===== src/design/css_pkg.sv =====
`timescale 1ns / 1ps

package css_pkg;

	localparam int unsigned VALUE_W = 16;
	localparam int unsigned FUNC_W  = 2;
	localparam int unsigned SEG_W   = 7;
	localparam int unsigned EN_W    = 4;
	localparam int unsigned DIGIT_W = 4;

	typedef enum logic [FUNC_W-1:0] {
		FUNC_SCAN  = 2'd0,
		FUNC_INC   = 2'd1,
		FUNC_CLEAR = 2'd2,
		FUNC_RX    = 2'd3
	} func_t;

	typedef struct packed {
		logic [VALUE_W-1:0] count;
		logic [EN_W-1:0]    digit_enable;
		logic [SEG_W-1:0]   segments_n;
	} result_t;

	// lit segments a..g (bits 0..6), active high
	function automatic logic [SEG_W-1:0] seg_lit(input logic [DIGIT_W-1:0] digit);
		logic [SEG_W-1:0] seg;
		case (digit)
			4'd0:    seg = 7'h3F;
			4'd1:    seg = 7'h06;
			4'd2:    seg = 7'h5B;
			4'd3:    seg = 7'h4F;
			4'd4:    seg = 7'h66;
			4'd5:    seg = 7'h6D;
			4'd6:    seg = 7'h7D;
			4'd7:    seg = 7'h27;
			4'd8:    seg = 7'h7F;
			4'd9:    seg = 7'h6F;
			default: seg = 7'h3F;
		endcase
		return seg;
	endfunction

	function automatic longint unsigned pow10(input int k);
		longint unsigned p;
		p = 1;
		for (int i = 0; i < k; i++) begin
			p = p * 10;
		end
		return p;
	endfunction

endpackage


===== src/design/css_dec_split.sv =====
`timescale 1ns / 1ps

// Splits a 16-bit value into its low DIGIT_COUNT decimal digits.
// Each q[k] = v / 10^k, 0 < k < 5, has its own reciprocal multiply
// (exact for all 16-bit inputs); digit k is q[k] - 10*q[k+1].
module css_dec_split #(
	parameter int DIGIT_COUNT = 4
) (
	input  logic [css_pkg::VALUE_W-1:0]                  value,
	output logic [DIGIT_COUNT-1:0][css_pkg::DIGIT_W-1:0] digits
);

	logic [DIGIT_COUNT:0][css_pkg::VALUE_W-1:0] quot;

	for (genvar k = 0; k <= DIGIT_COUNT; k++) begin : g_quot
		localparam longint unsigned DIV = css_pkg::pow10(k);
		if (k == 0) begin : g_unit
			assign quot[k] = value;
		end else if (DIV > 64'd65535) begin : g_zero
			assign quot[k] = '0;
		end else begin : g_recip
			localparam int SHIFT_L = $clog2(DIV);
			localparam int SHIFT   = css_pkg::VALUE_W + SHIFT_L;
			localparam logic [css_pkg::VALUE_W:0] RECIP =
				(css_pkg::VALUE_W+1)'(((64'd1 << SHIFT) / DIV) + 64'd1);
			logic [2*css_pkg::VALUE_W:0] prod;
			assign prod    = {{(css_pkg::VALUE_W+1){1'b0}}, value}
			               * {{css_pkg::VALUE_W{1'b0}}, RECIP};
			assign quot[k] = css_pkg::VALUE_W'(prod >> SHIFT);
		end
	end

	// most significant digit sits at index 0
	for (genvar i = 0; i < DIGIT_COUNT; i++) begin : g_digit
		localparam int K = DIGIT_COUNT - 1 - i;
		logic [css_pkg::VALUE_W-1:0] rem;
		assign rem       = quot[K] - ((quot[K+1] << 3) + (quot[K+1] << 1));
		assign digits[i] = rem[css_pkg::DIGIT_W-1:0];
	end

endmodule


===== src/design/css_datapath.sv =====
`timescale 1ns / 1ps

// Counter, received-value shadow, scan position and shown digits.
// State moves on adv; result reflects the state after the item.
module css_datapath #(
	parameter int DIGIT_COUNT = 4
) (
	input  logic                          clk,
	input  logic                          arst_n,
	input  logic                          adv,
	input  css_pkg::func_t                func,
	input  logic [css_pkg::VALUE_W-1:0]   rx_value,
	output css_pkg::result_t              result
);

	localparam int POS_W = (DIGIT_COUNT > 1) ? $clog2(DIGIT_COUNT) : 1;
	localparam logic [POS_W-1:0] POS_LAST = POS_W'(DIGIT_COUNT - 1);

	logic [css_pkg::VALUE_W-1:0]                  counter_q, counter_nxt;
	logic [css_pkg::VALUE_W-1:0]                  last_rx_q, last_rx_nxt;
	logic [POS_W-1:0]                             pos_q, pos_nxt;
	logic [DIGIT_COUNT-1:0][css_pkg::DIGIT_W-1:0] digits_q, digits_nxt, split_digits;
	logic [css_pkg::DIGIT_W-1:0]                  sel_digit;

	css_dec_split #(
		.DIGIT_COUNT(DIGIT_COUNT)
	) u_split (
		.value (counter_q),
		.digits(split_digits)
	);

	always_comb begin
		counter_nxt = counter_q;
		last_rx_nxt = last_rx_q;
		pos_nxt     = pos_q;
		digits_nxt  = digits_q;
		case (func)
			css_pkg::FUNC_SCAN: begin
				if (pos_q == POS_LAST) begin
					pos_nxt    = '0;
					digits_nxt = split_digits;
				end else begin
					pos_nxt = pos_q + 1'b1;
				end
			end
			css_pkg::FUNC_INC: begin
				counter_nxt = counter_q + 1'b1;
			end
			css_pkg::FUNC_CLEAR: begin
				counter_nxt = '0;
			end
			css_pkg::FUNC_RX: begin
				if (rx_value != last_rx_q) begin
					counter_nxt = rx_value;
				end
				last_rx_nxt = rx_value;
			end
			default: begin
				counter_nxt = counter_q;
			end
		endcase
	end

	assign sel_digit = digits_nxt[pos_nxt];

	always_comb begin
		result.count      = counter_nxt;
		result.segments_n = ~css_pkg::seg_lit(sel_digit);
		for (int j = 0; j < css_pkg::EN_W; j++) begin
			result.digit_enable[j] = (32'(pos_nxt) == j);
		end
	end

	always_ff @(posedge clk or negedge arst_n) begin
		if (!arst_n) begin
			counter_q <= '0;
			last_rx_q <= '0;
			pos_q     <= '0;
			for (int i = 0; i < DIGIT_COUNT; i++) begin
				digits_q[i] <= css_pkg::DIGIT_W'((i + 1) % 10);
			end
		end else if (adv) begin
			counter_q <= counter_nxt;
			last_rx_q <= last_rx_nxt;
			pos_q     <= pos_nxt;
			digits_q  <= digits_nxt;
		end
	end

endmodule


===== src/design/counter_seven_segment_scanner_top.sv =====
`timescale 1ns / 1ps

// Event counter shown in decimal on a multiplexed seven-segment display.
// Input stream: s_tuser carries the item kind (scan tick, second tick,
// button clear, received value); s_tdata carries the received value.
// Every input transaction yields exactly one output transaction on m_*:
// active-low segments for the selected digit, the one-hot digit enable
// (bit 0 = most significant digit) and the counter after the item.
// A scan tick steps the digit select; on wrap to the first digit the
// counter is snapshotted into DIGIT_COUNT decimal digits (count modulo
// 10^DIGIT_COUNT).
// Pipeline: input register (s1), then one pass of logic (state update,
// reciprocal-multiply decimal split, segment decode) into the output
// register. Throughput is one transaction per cycle while m_tready
// does not stall the output, set by the single state update per cycle.
// A stalled m_tready holds the output register; s1 still takes one more
// transaction, then s_tready drops until the output drains.
// Reset clears the counter, the received-value shadow and the digit
// select; the shown digits reset to 1, 2, 3, 4 ...
module counter_seven_segment_scanner_top #(
	parameter int DIGIT_COUNT = 4
) (
	input  logic        clk,
	input  logic        arst_n,
	input  logic        s_tvalid,
	output logic        s_tready,
	input  logic [15:0] s_tdata,   // [15:0] rx_value
	input  logic [1:0]  s_tuser,   // [1:0] func
	output logic        m_tvalid,
	input  logic        m_tready,
	output logic [31:0] m_tdata    // [6:0] segments_n, [10:7] digit_enable,
	                               // [26:11] count, [31:27] zero
);

	logic                        s1_valid_q;
	logic [1:0]                  func_s1;
	logic [css_pkg::VALUE_W-1:0] rx_value_s1;
	logic                        adv;
	css_pkg::result_t            result;
	css_pkg::result_t            result_s2;
	logic                        m_valid_q;

	// item in s1 moves on when the output register is free or draining
	assign adv      = s1_valid_q && (!m_valid_q || m_tready);
	assign s_tready = !s1_valid_q || adv;

	always_ff @(posedge clk or negedge arst_n) begin
		if (!arst_n) begin
			s1_valid_q <= 1'b0;
		end else if (s_tvalid && s_tready) begin
			s1_valid_q <= 1'b1;
		end else if (adv) begin
			s1_valid_q <= 1'b0;
		end
	end

	// payload, no reset needed
	always_ff @(posedge clk) begin
		if (s_tvalid && s_tready) begin
			func_s1     <= s_tuser;
			rx_value_s1 <= s_tdata;
		end
	end

	css_datapath #(
		.DIGIT_COUNT(DIGIT_COUNT)
	) u_datapath (
		.clk     (clk),
		.arst_n  (arst_n),
		.adv     (adv),
		.func    (css_pkg::func_t'(func_s1)),
		.rx_value(rx_value_s1),
		.result  (result)
	);

	always_ff @(posedge clk or negedge arst_n) begin
		if (!arst_n) begin
			m_valid_q <= 1'b0;
		end else if (adv) begin
			m_valid_q <= 1'b1;
		end else if (m_tready) begin
			m_valid_q <= 1'b0;
		end
	end

	always_ff @(posedge clk) begin
		if (adv) begin
			result_s2 <= result;
		end
	end

	assign m_tvalid = m_valid_q;
	assign m_tdata  = {5'b0, result_s2.count, result_s2.digit_enable, result_s2.segments_n};

endmodule

===== config.mk =====
export PLATFORM = sky130hd
export DESIGN_NAME = counter_seven_segment_scanner_top
export DESIGN_NICKNAME = d
export VERILOG_FILES = /design/src/design/css_pkg.sv /design/src/design/css_dec_split.sv /design/src/design/css_datapath.sv /design/src/design/counter_seven_segment_scanner_top.sv
export SDC_FILE = /design/constraint.sdc
export NUM_CORES = 1
export LEC_CHECK = 0
export BUFFER_PORTS_ARGS = -buffer_cell sky130_fd_sc_hd__buf_4
export CAP_MARGIN = 20
export CORE_UTILIZATION = 40
export CTS_CLUSTER_DIAMETER = 150
export DETAILED_ROUTE_END_ITERATION = 8
export PLACE_DENSITY_LB_ADDON = 0.1
export SYNTH_ARGS = -nofsm -noshare
export SYNTH_HDL_FRONTEND = slang
export SYNTH_HIERARCHICAL = 1
export SYNTH_SLANG_ARGS = --single-unit

===== constraint.sdc =====
create_clock -name clk -period 7.3 [get_ports clk]
set_input_delay 0.365 -clock clk [delete_from_list [all_inputs] [get_ports clk]]
set_output_delay 0.365 -clock clk [all_outputs]
set_load 0.01 [all_outputs]

==> results.md <==
Critical path:
- The buffer and inverter count on the worst path is 6.
- The category of the most critical setup path is register to register.
- For this run, the slowest stage of the critical path takes ~0.59 ns.
- The top fanout value on the critical path is 4.
- The kind of cell with the highest combined delay along the critical path is adder cells.
- STA puts the critical path data required time at 7.43 ns.
- The number of cells on the worst reg-to-reg path is 29.
- The worst flop-to-flop path startpoint is u_datapath/counter_q[15]$_DFFE_PN0P_.
- The worst setup path is captured at a register.
- The most critical setup path has its startpoint at u_datapath/counter_q[15]$_DFFE_PN0P_.
- The launching element type of the critical path is a register.
- The endpoint of the most critical register-to-register path is m_tdata[4]$_DFFE_PP_.
- In this run the register-to-register setup slack is -0.30 ns.
- On the critical path, the stage with the largest delay is an instance of fa_2.
- STA puts the critical path data arrival time at 7.72 ns.

STA:
- Measured against its own limit, the worst slew margin works out to 0.3024.
- After layout, the minimum clock period comes to about 7.6 ns.
- The hold violation count in the final report is 0.
- Setup violations remaining at the end of the flow were counted as 7.
- Setup slack on the critical path of the routed design comes to -0.2965 ns.
- The number of max-slew violations in the final report is 0.
- Derived from the worst setup path, the maximum achievable clock frequency is around 130 MHz.
- The post-route fraction of the period consumed by the critical path is 1.041.
- The clock tree skew after final layout is about 0.017 ns.
- Hold timing on the final database bottoms out at a slack of approximately 0.067 ns.
- Setup repair after global routing could not meet its margin everywhere.
- For the pin with the worst max-slew slack, the measured transition is about 1.0 ns.

Routing:
- The number of iterations in the first detailed-routing pass is 5.
- The via total after detailed routing is 13540.
- The final routed wirelength across all metal layers is between 50000 and 60000 um.
- The routed wirelength normalized by instance count is 20.39 um.
- In this run, the number of DRC markers left after iteration 0 of detailed routing was approximately 600.
- The DRC violation count after routing is 0.
- The count of nets left with antenna violations once routing finished came out at 0.
- Dividing the detail-routed via count by the number of cells gives 4.985.

GRT:
- The first global-routing pass estimated between 80000 and 90000 um of wire.
- The number of antenna violations at the first check in global routing was 2.
- The pin count of the biggest net entering global routing is between 50 and 60.
- The via count of the first global-routing pass was 14520.
- The overall routing resource usage is 0.2344.
- The total overflow reported by the global router is 0.

Synthesis:
- The synthesized area per cell is about 11 um2.
- The count of different cell masters after synthesis is between 80 and 90.
- After synthesis, the most frequently instantiated cells are inv_1, ha_1, fa_1, xnor2_1, dfrtp_1.
- The dominant combinational cell family by area after synthesis is adder cells.
- Synthesis handed over a netlist of 1831 instances.
- The fraction of the mapped netlist area in compound gates is 0.07341.
- Of the total synthesized cell area, the portion taken by full adders, half adders and majority gates is 0.5595.
- The xor/xnor cell area share of the yosys netlist is 0.03661.
- The portion of synthesized cell area occupied by the leading cell type is 0.3053.
- Counting flops with an async set or reset pin after synthesis yields a share of 0.5361.
- The number of enable-type register cells in the synthesized netlist is 45.
- The synthesized netlist occupies a cell area of just under 20000 um2.
- The number of warnings issued by yosys is 6.
- Counting flops and latches in the post-synthesis netlist gives slightly below 100.
- The simple-gate share of the synthesized area is 0.04870.
- For this run, the register share of the synthesized area comes to 0.1374.
- The most used flip-flop cell after synthesis is dfrtp_1.
- In the post-synthesis netlist, the biggest area contributors are fa_1, ha_1, inv_1.
- The synthesized design spends more area on one cell type than any other, namely fa_1.
- After synthesis, the share of cell area in mux cells is 0.03700.
- inv_1 is the most common cell in the netlist.

Layout:
- The final-stage net count is about 2800.
- The total inserted antenna cells is 0.
- Once layout is complete, the utilization of the core stands at 0.4749.
- The combined area of the multi-input logic cells is ~15000 um2.
- In the final layout, the share of cells above drive strength 1 is 0.2022.
- The filler cells instantiated in the layout total 4565.
- The layout overhead on the synthesized area is 17.20%.
- The combined flip-flop and latch cell area is about 2700 um2.

Placement:
- Once detailed placement completed, the half-perimeter wirelength came to approximately 48000 um.
- Input and output buffers added on the ports amount to 50.
- Routability-driven placement finished with a final weighted congestion of between 0.9 and 1.
- The worst setup slack before clock tree synthesis is -0.7934 ns.

Floorplanning:
- Pin placement for this block handled 56 I/O pins.
- The initial cell density of the core is 0.4052.
- The x dimension of the die is about 220 um.
- The core region is about 48000 um2.
- The number of cell rows is 80.
- The floorplan step defined a die boundary enclosing 49250 um2.
- From bottom edge to top edge, the die measures 221.9 um.

Clock network:
- The buffer levels on the longest clock path is 2.
- The root buffer cell chosen for the clock tree is clkbuf_16.
- The maximum level of the CTS H-tree is 3.
- The clock net in this run drives a total of 97 sinks.
- TritonCTS built the clock tree.
- The later pin in the worst-skew pair is clocked with a latency of between 0.3 and 0.4 ns.
- The clock slew at the register clock pins of the worst setup and hold paths is ~0.090 ns.
- The number of clock buffers added by TritonCTS is 9.

Flow run:
- The number of max-capacitance violations reported is 0.

Status:
- The final reports fail on negative setup slack.
- The flow ran to the end, but the final reports show violations.

Worst hold path:
- The worst min-delay path class is input port to asynchronous set/reset pin.
flip-flops by register name (all words and copies together) (netlist names):
register              flops
u_datapath/last_rx_q     16
func_s1                   2
rx_value_s1              16
u_datapath/pos_q          2
m_tvalid                  1
u_datapath/counter_q     16
m_tdata                  27
s1_valid_q                1
u_datapath/digits_q      16
final cells by class:
type | instances | share of cell area
multi-input cells | 1199 | 0.6570
flip-flops and latches | 97 | 0.1179
repair buffers | 276 | 0.09260
inverters | 514 | 0.08520
well taps | 615 | 0.03394
clock buffers | 9 | 0.009933
clock inverters | 7 | 0.003366
how the worst max path moves through the flow:
stage / slack (ns) / end / cells after the start
4_1_cts: -0.26 / m_tdata[4]$_DFFE_PP_ / 29
5_1_grt: -0.61 / m_tdata[6]$_DFFE_PP_ / 28
3_5_place_dp: -0.79 / m_tdata[4]$_DFFE_PP_ / 30
6_report: -0.30 / m_tdata[4]$_DFFE_PP_ / 29
3_3_place_gp: -0.62 / m_tdata[4]$_DFFE_PP_ / 30
2_1_floorplan: 0.01 / m_tdata[4]$_DFFE_PP_ / 30
metal layers:
layer	vias up	global-route usage	part of all wire
met4	0	0.09857	0.043
li1	6439	-	-
met5	-	0	0
met1	6759	0.3113	0.45
met2	262	0.3920	0.47
met3	83	0.02173	0.032
stage by stage:
stage	setup TNS (ns)	area, um2	cells
finish	-1.499	22670	2717
global route	-3.739	22670	2717
CTS	-1.295	22560	2713
detailed placement	-5.122	22050	2690
global placement	-3.716	22050	2690
floorplan	0	19430	1835
cells in the final DEF, fill, tap and decap left out, types with 10 or more instances in the layout:
cell type and count:
nand2b_1 10, mux2_2 35, nor2_1 30, ha_1 381, inv_1 503, nand4_1 16, nand2_1 33, o2bb2ai_1 11
o21ai_0 27, a21oi_1 37, mux2i_1 30, dfrtp_1 35, o22ai_1 11, a21o_1 21, xor2_1 10, inv_2 10
edfxtp_1 45, dfrtp_2 12, nand3_1 14, fa_1 285, xnor2_1 59, buf_4 271, nor3_1 11, fa_2 10
what timing repair did:
item                                   in CTS  in global routing
setup buffers                               8                  5
cloned                                      0                  0
hold buffers                                0                  0
endpoints found under the hold margin       0                  0
resized for setup                          33                 17
pin swaps                                  33                 27
setup endpoints to repair                   8                  7
logic make-up (layout without fill, tap and decap cells):
family / after synthesis / in the layout
other: 1 / 5
AOI/OAI and AO/OA: 196 / 196
xor gates and xnor gates: 76 / 76
muxes: 67 / 67
and+or+nand+nor: 167 / 167
buffers and inverters: 539 / 806
adders and majority gates: 688 / 688
DFF: 97 / 97
Power is left out: the tool's default activity adds up to more than one toggle a clock period on the data nets, which glitch-free logic cannot reach.
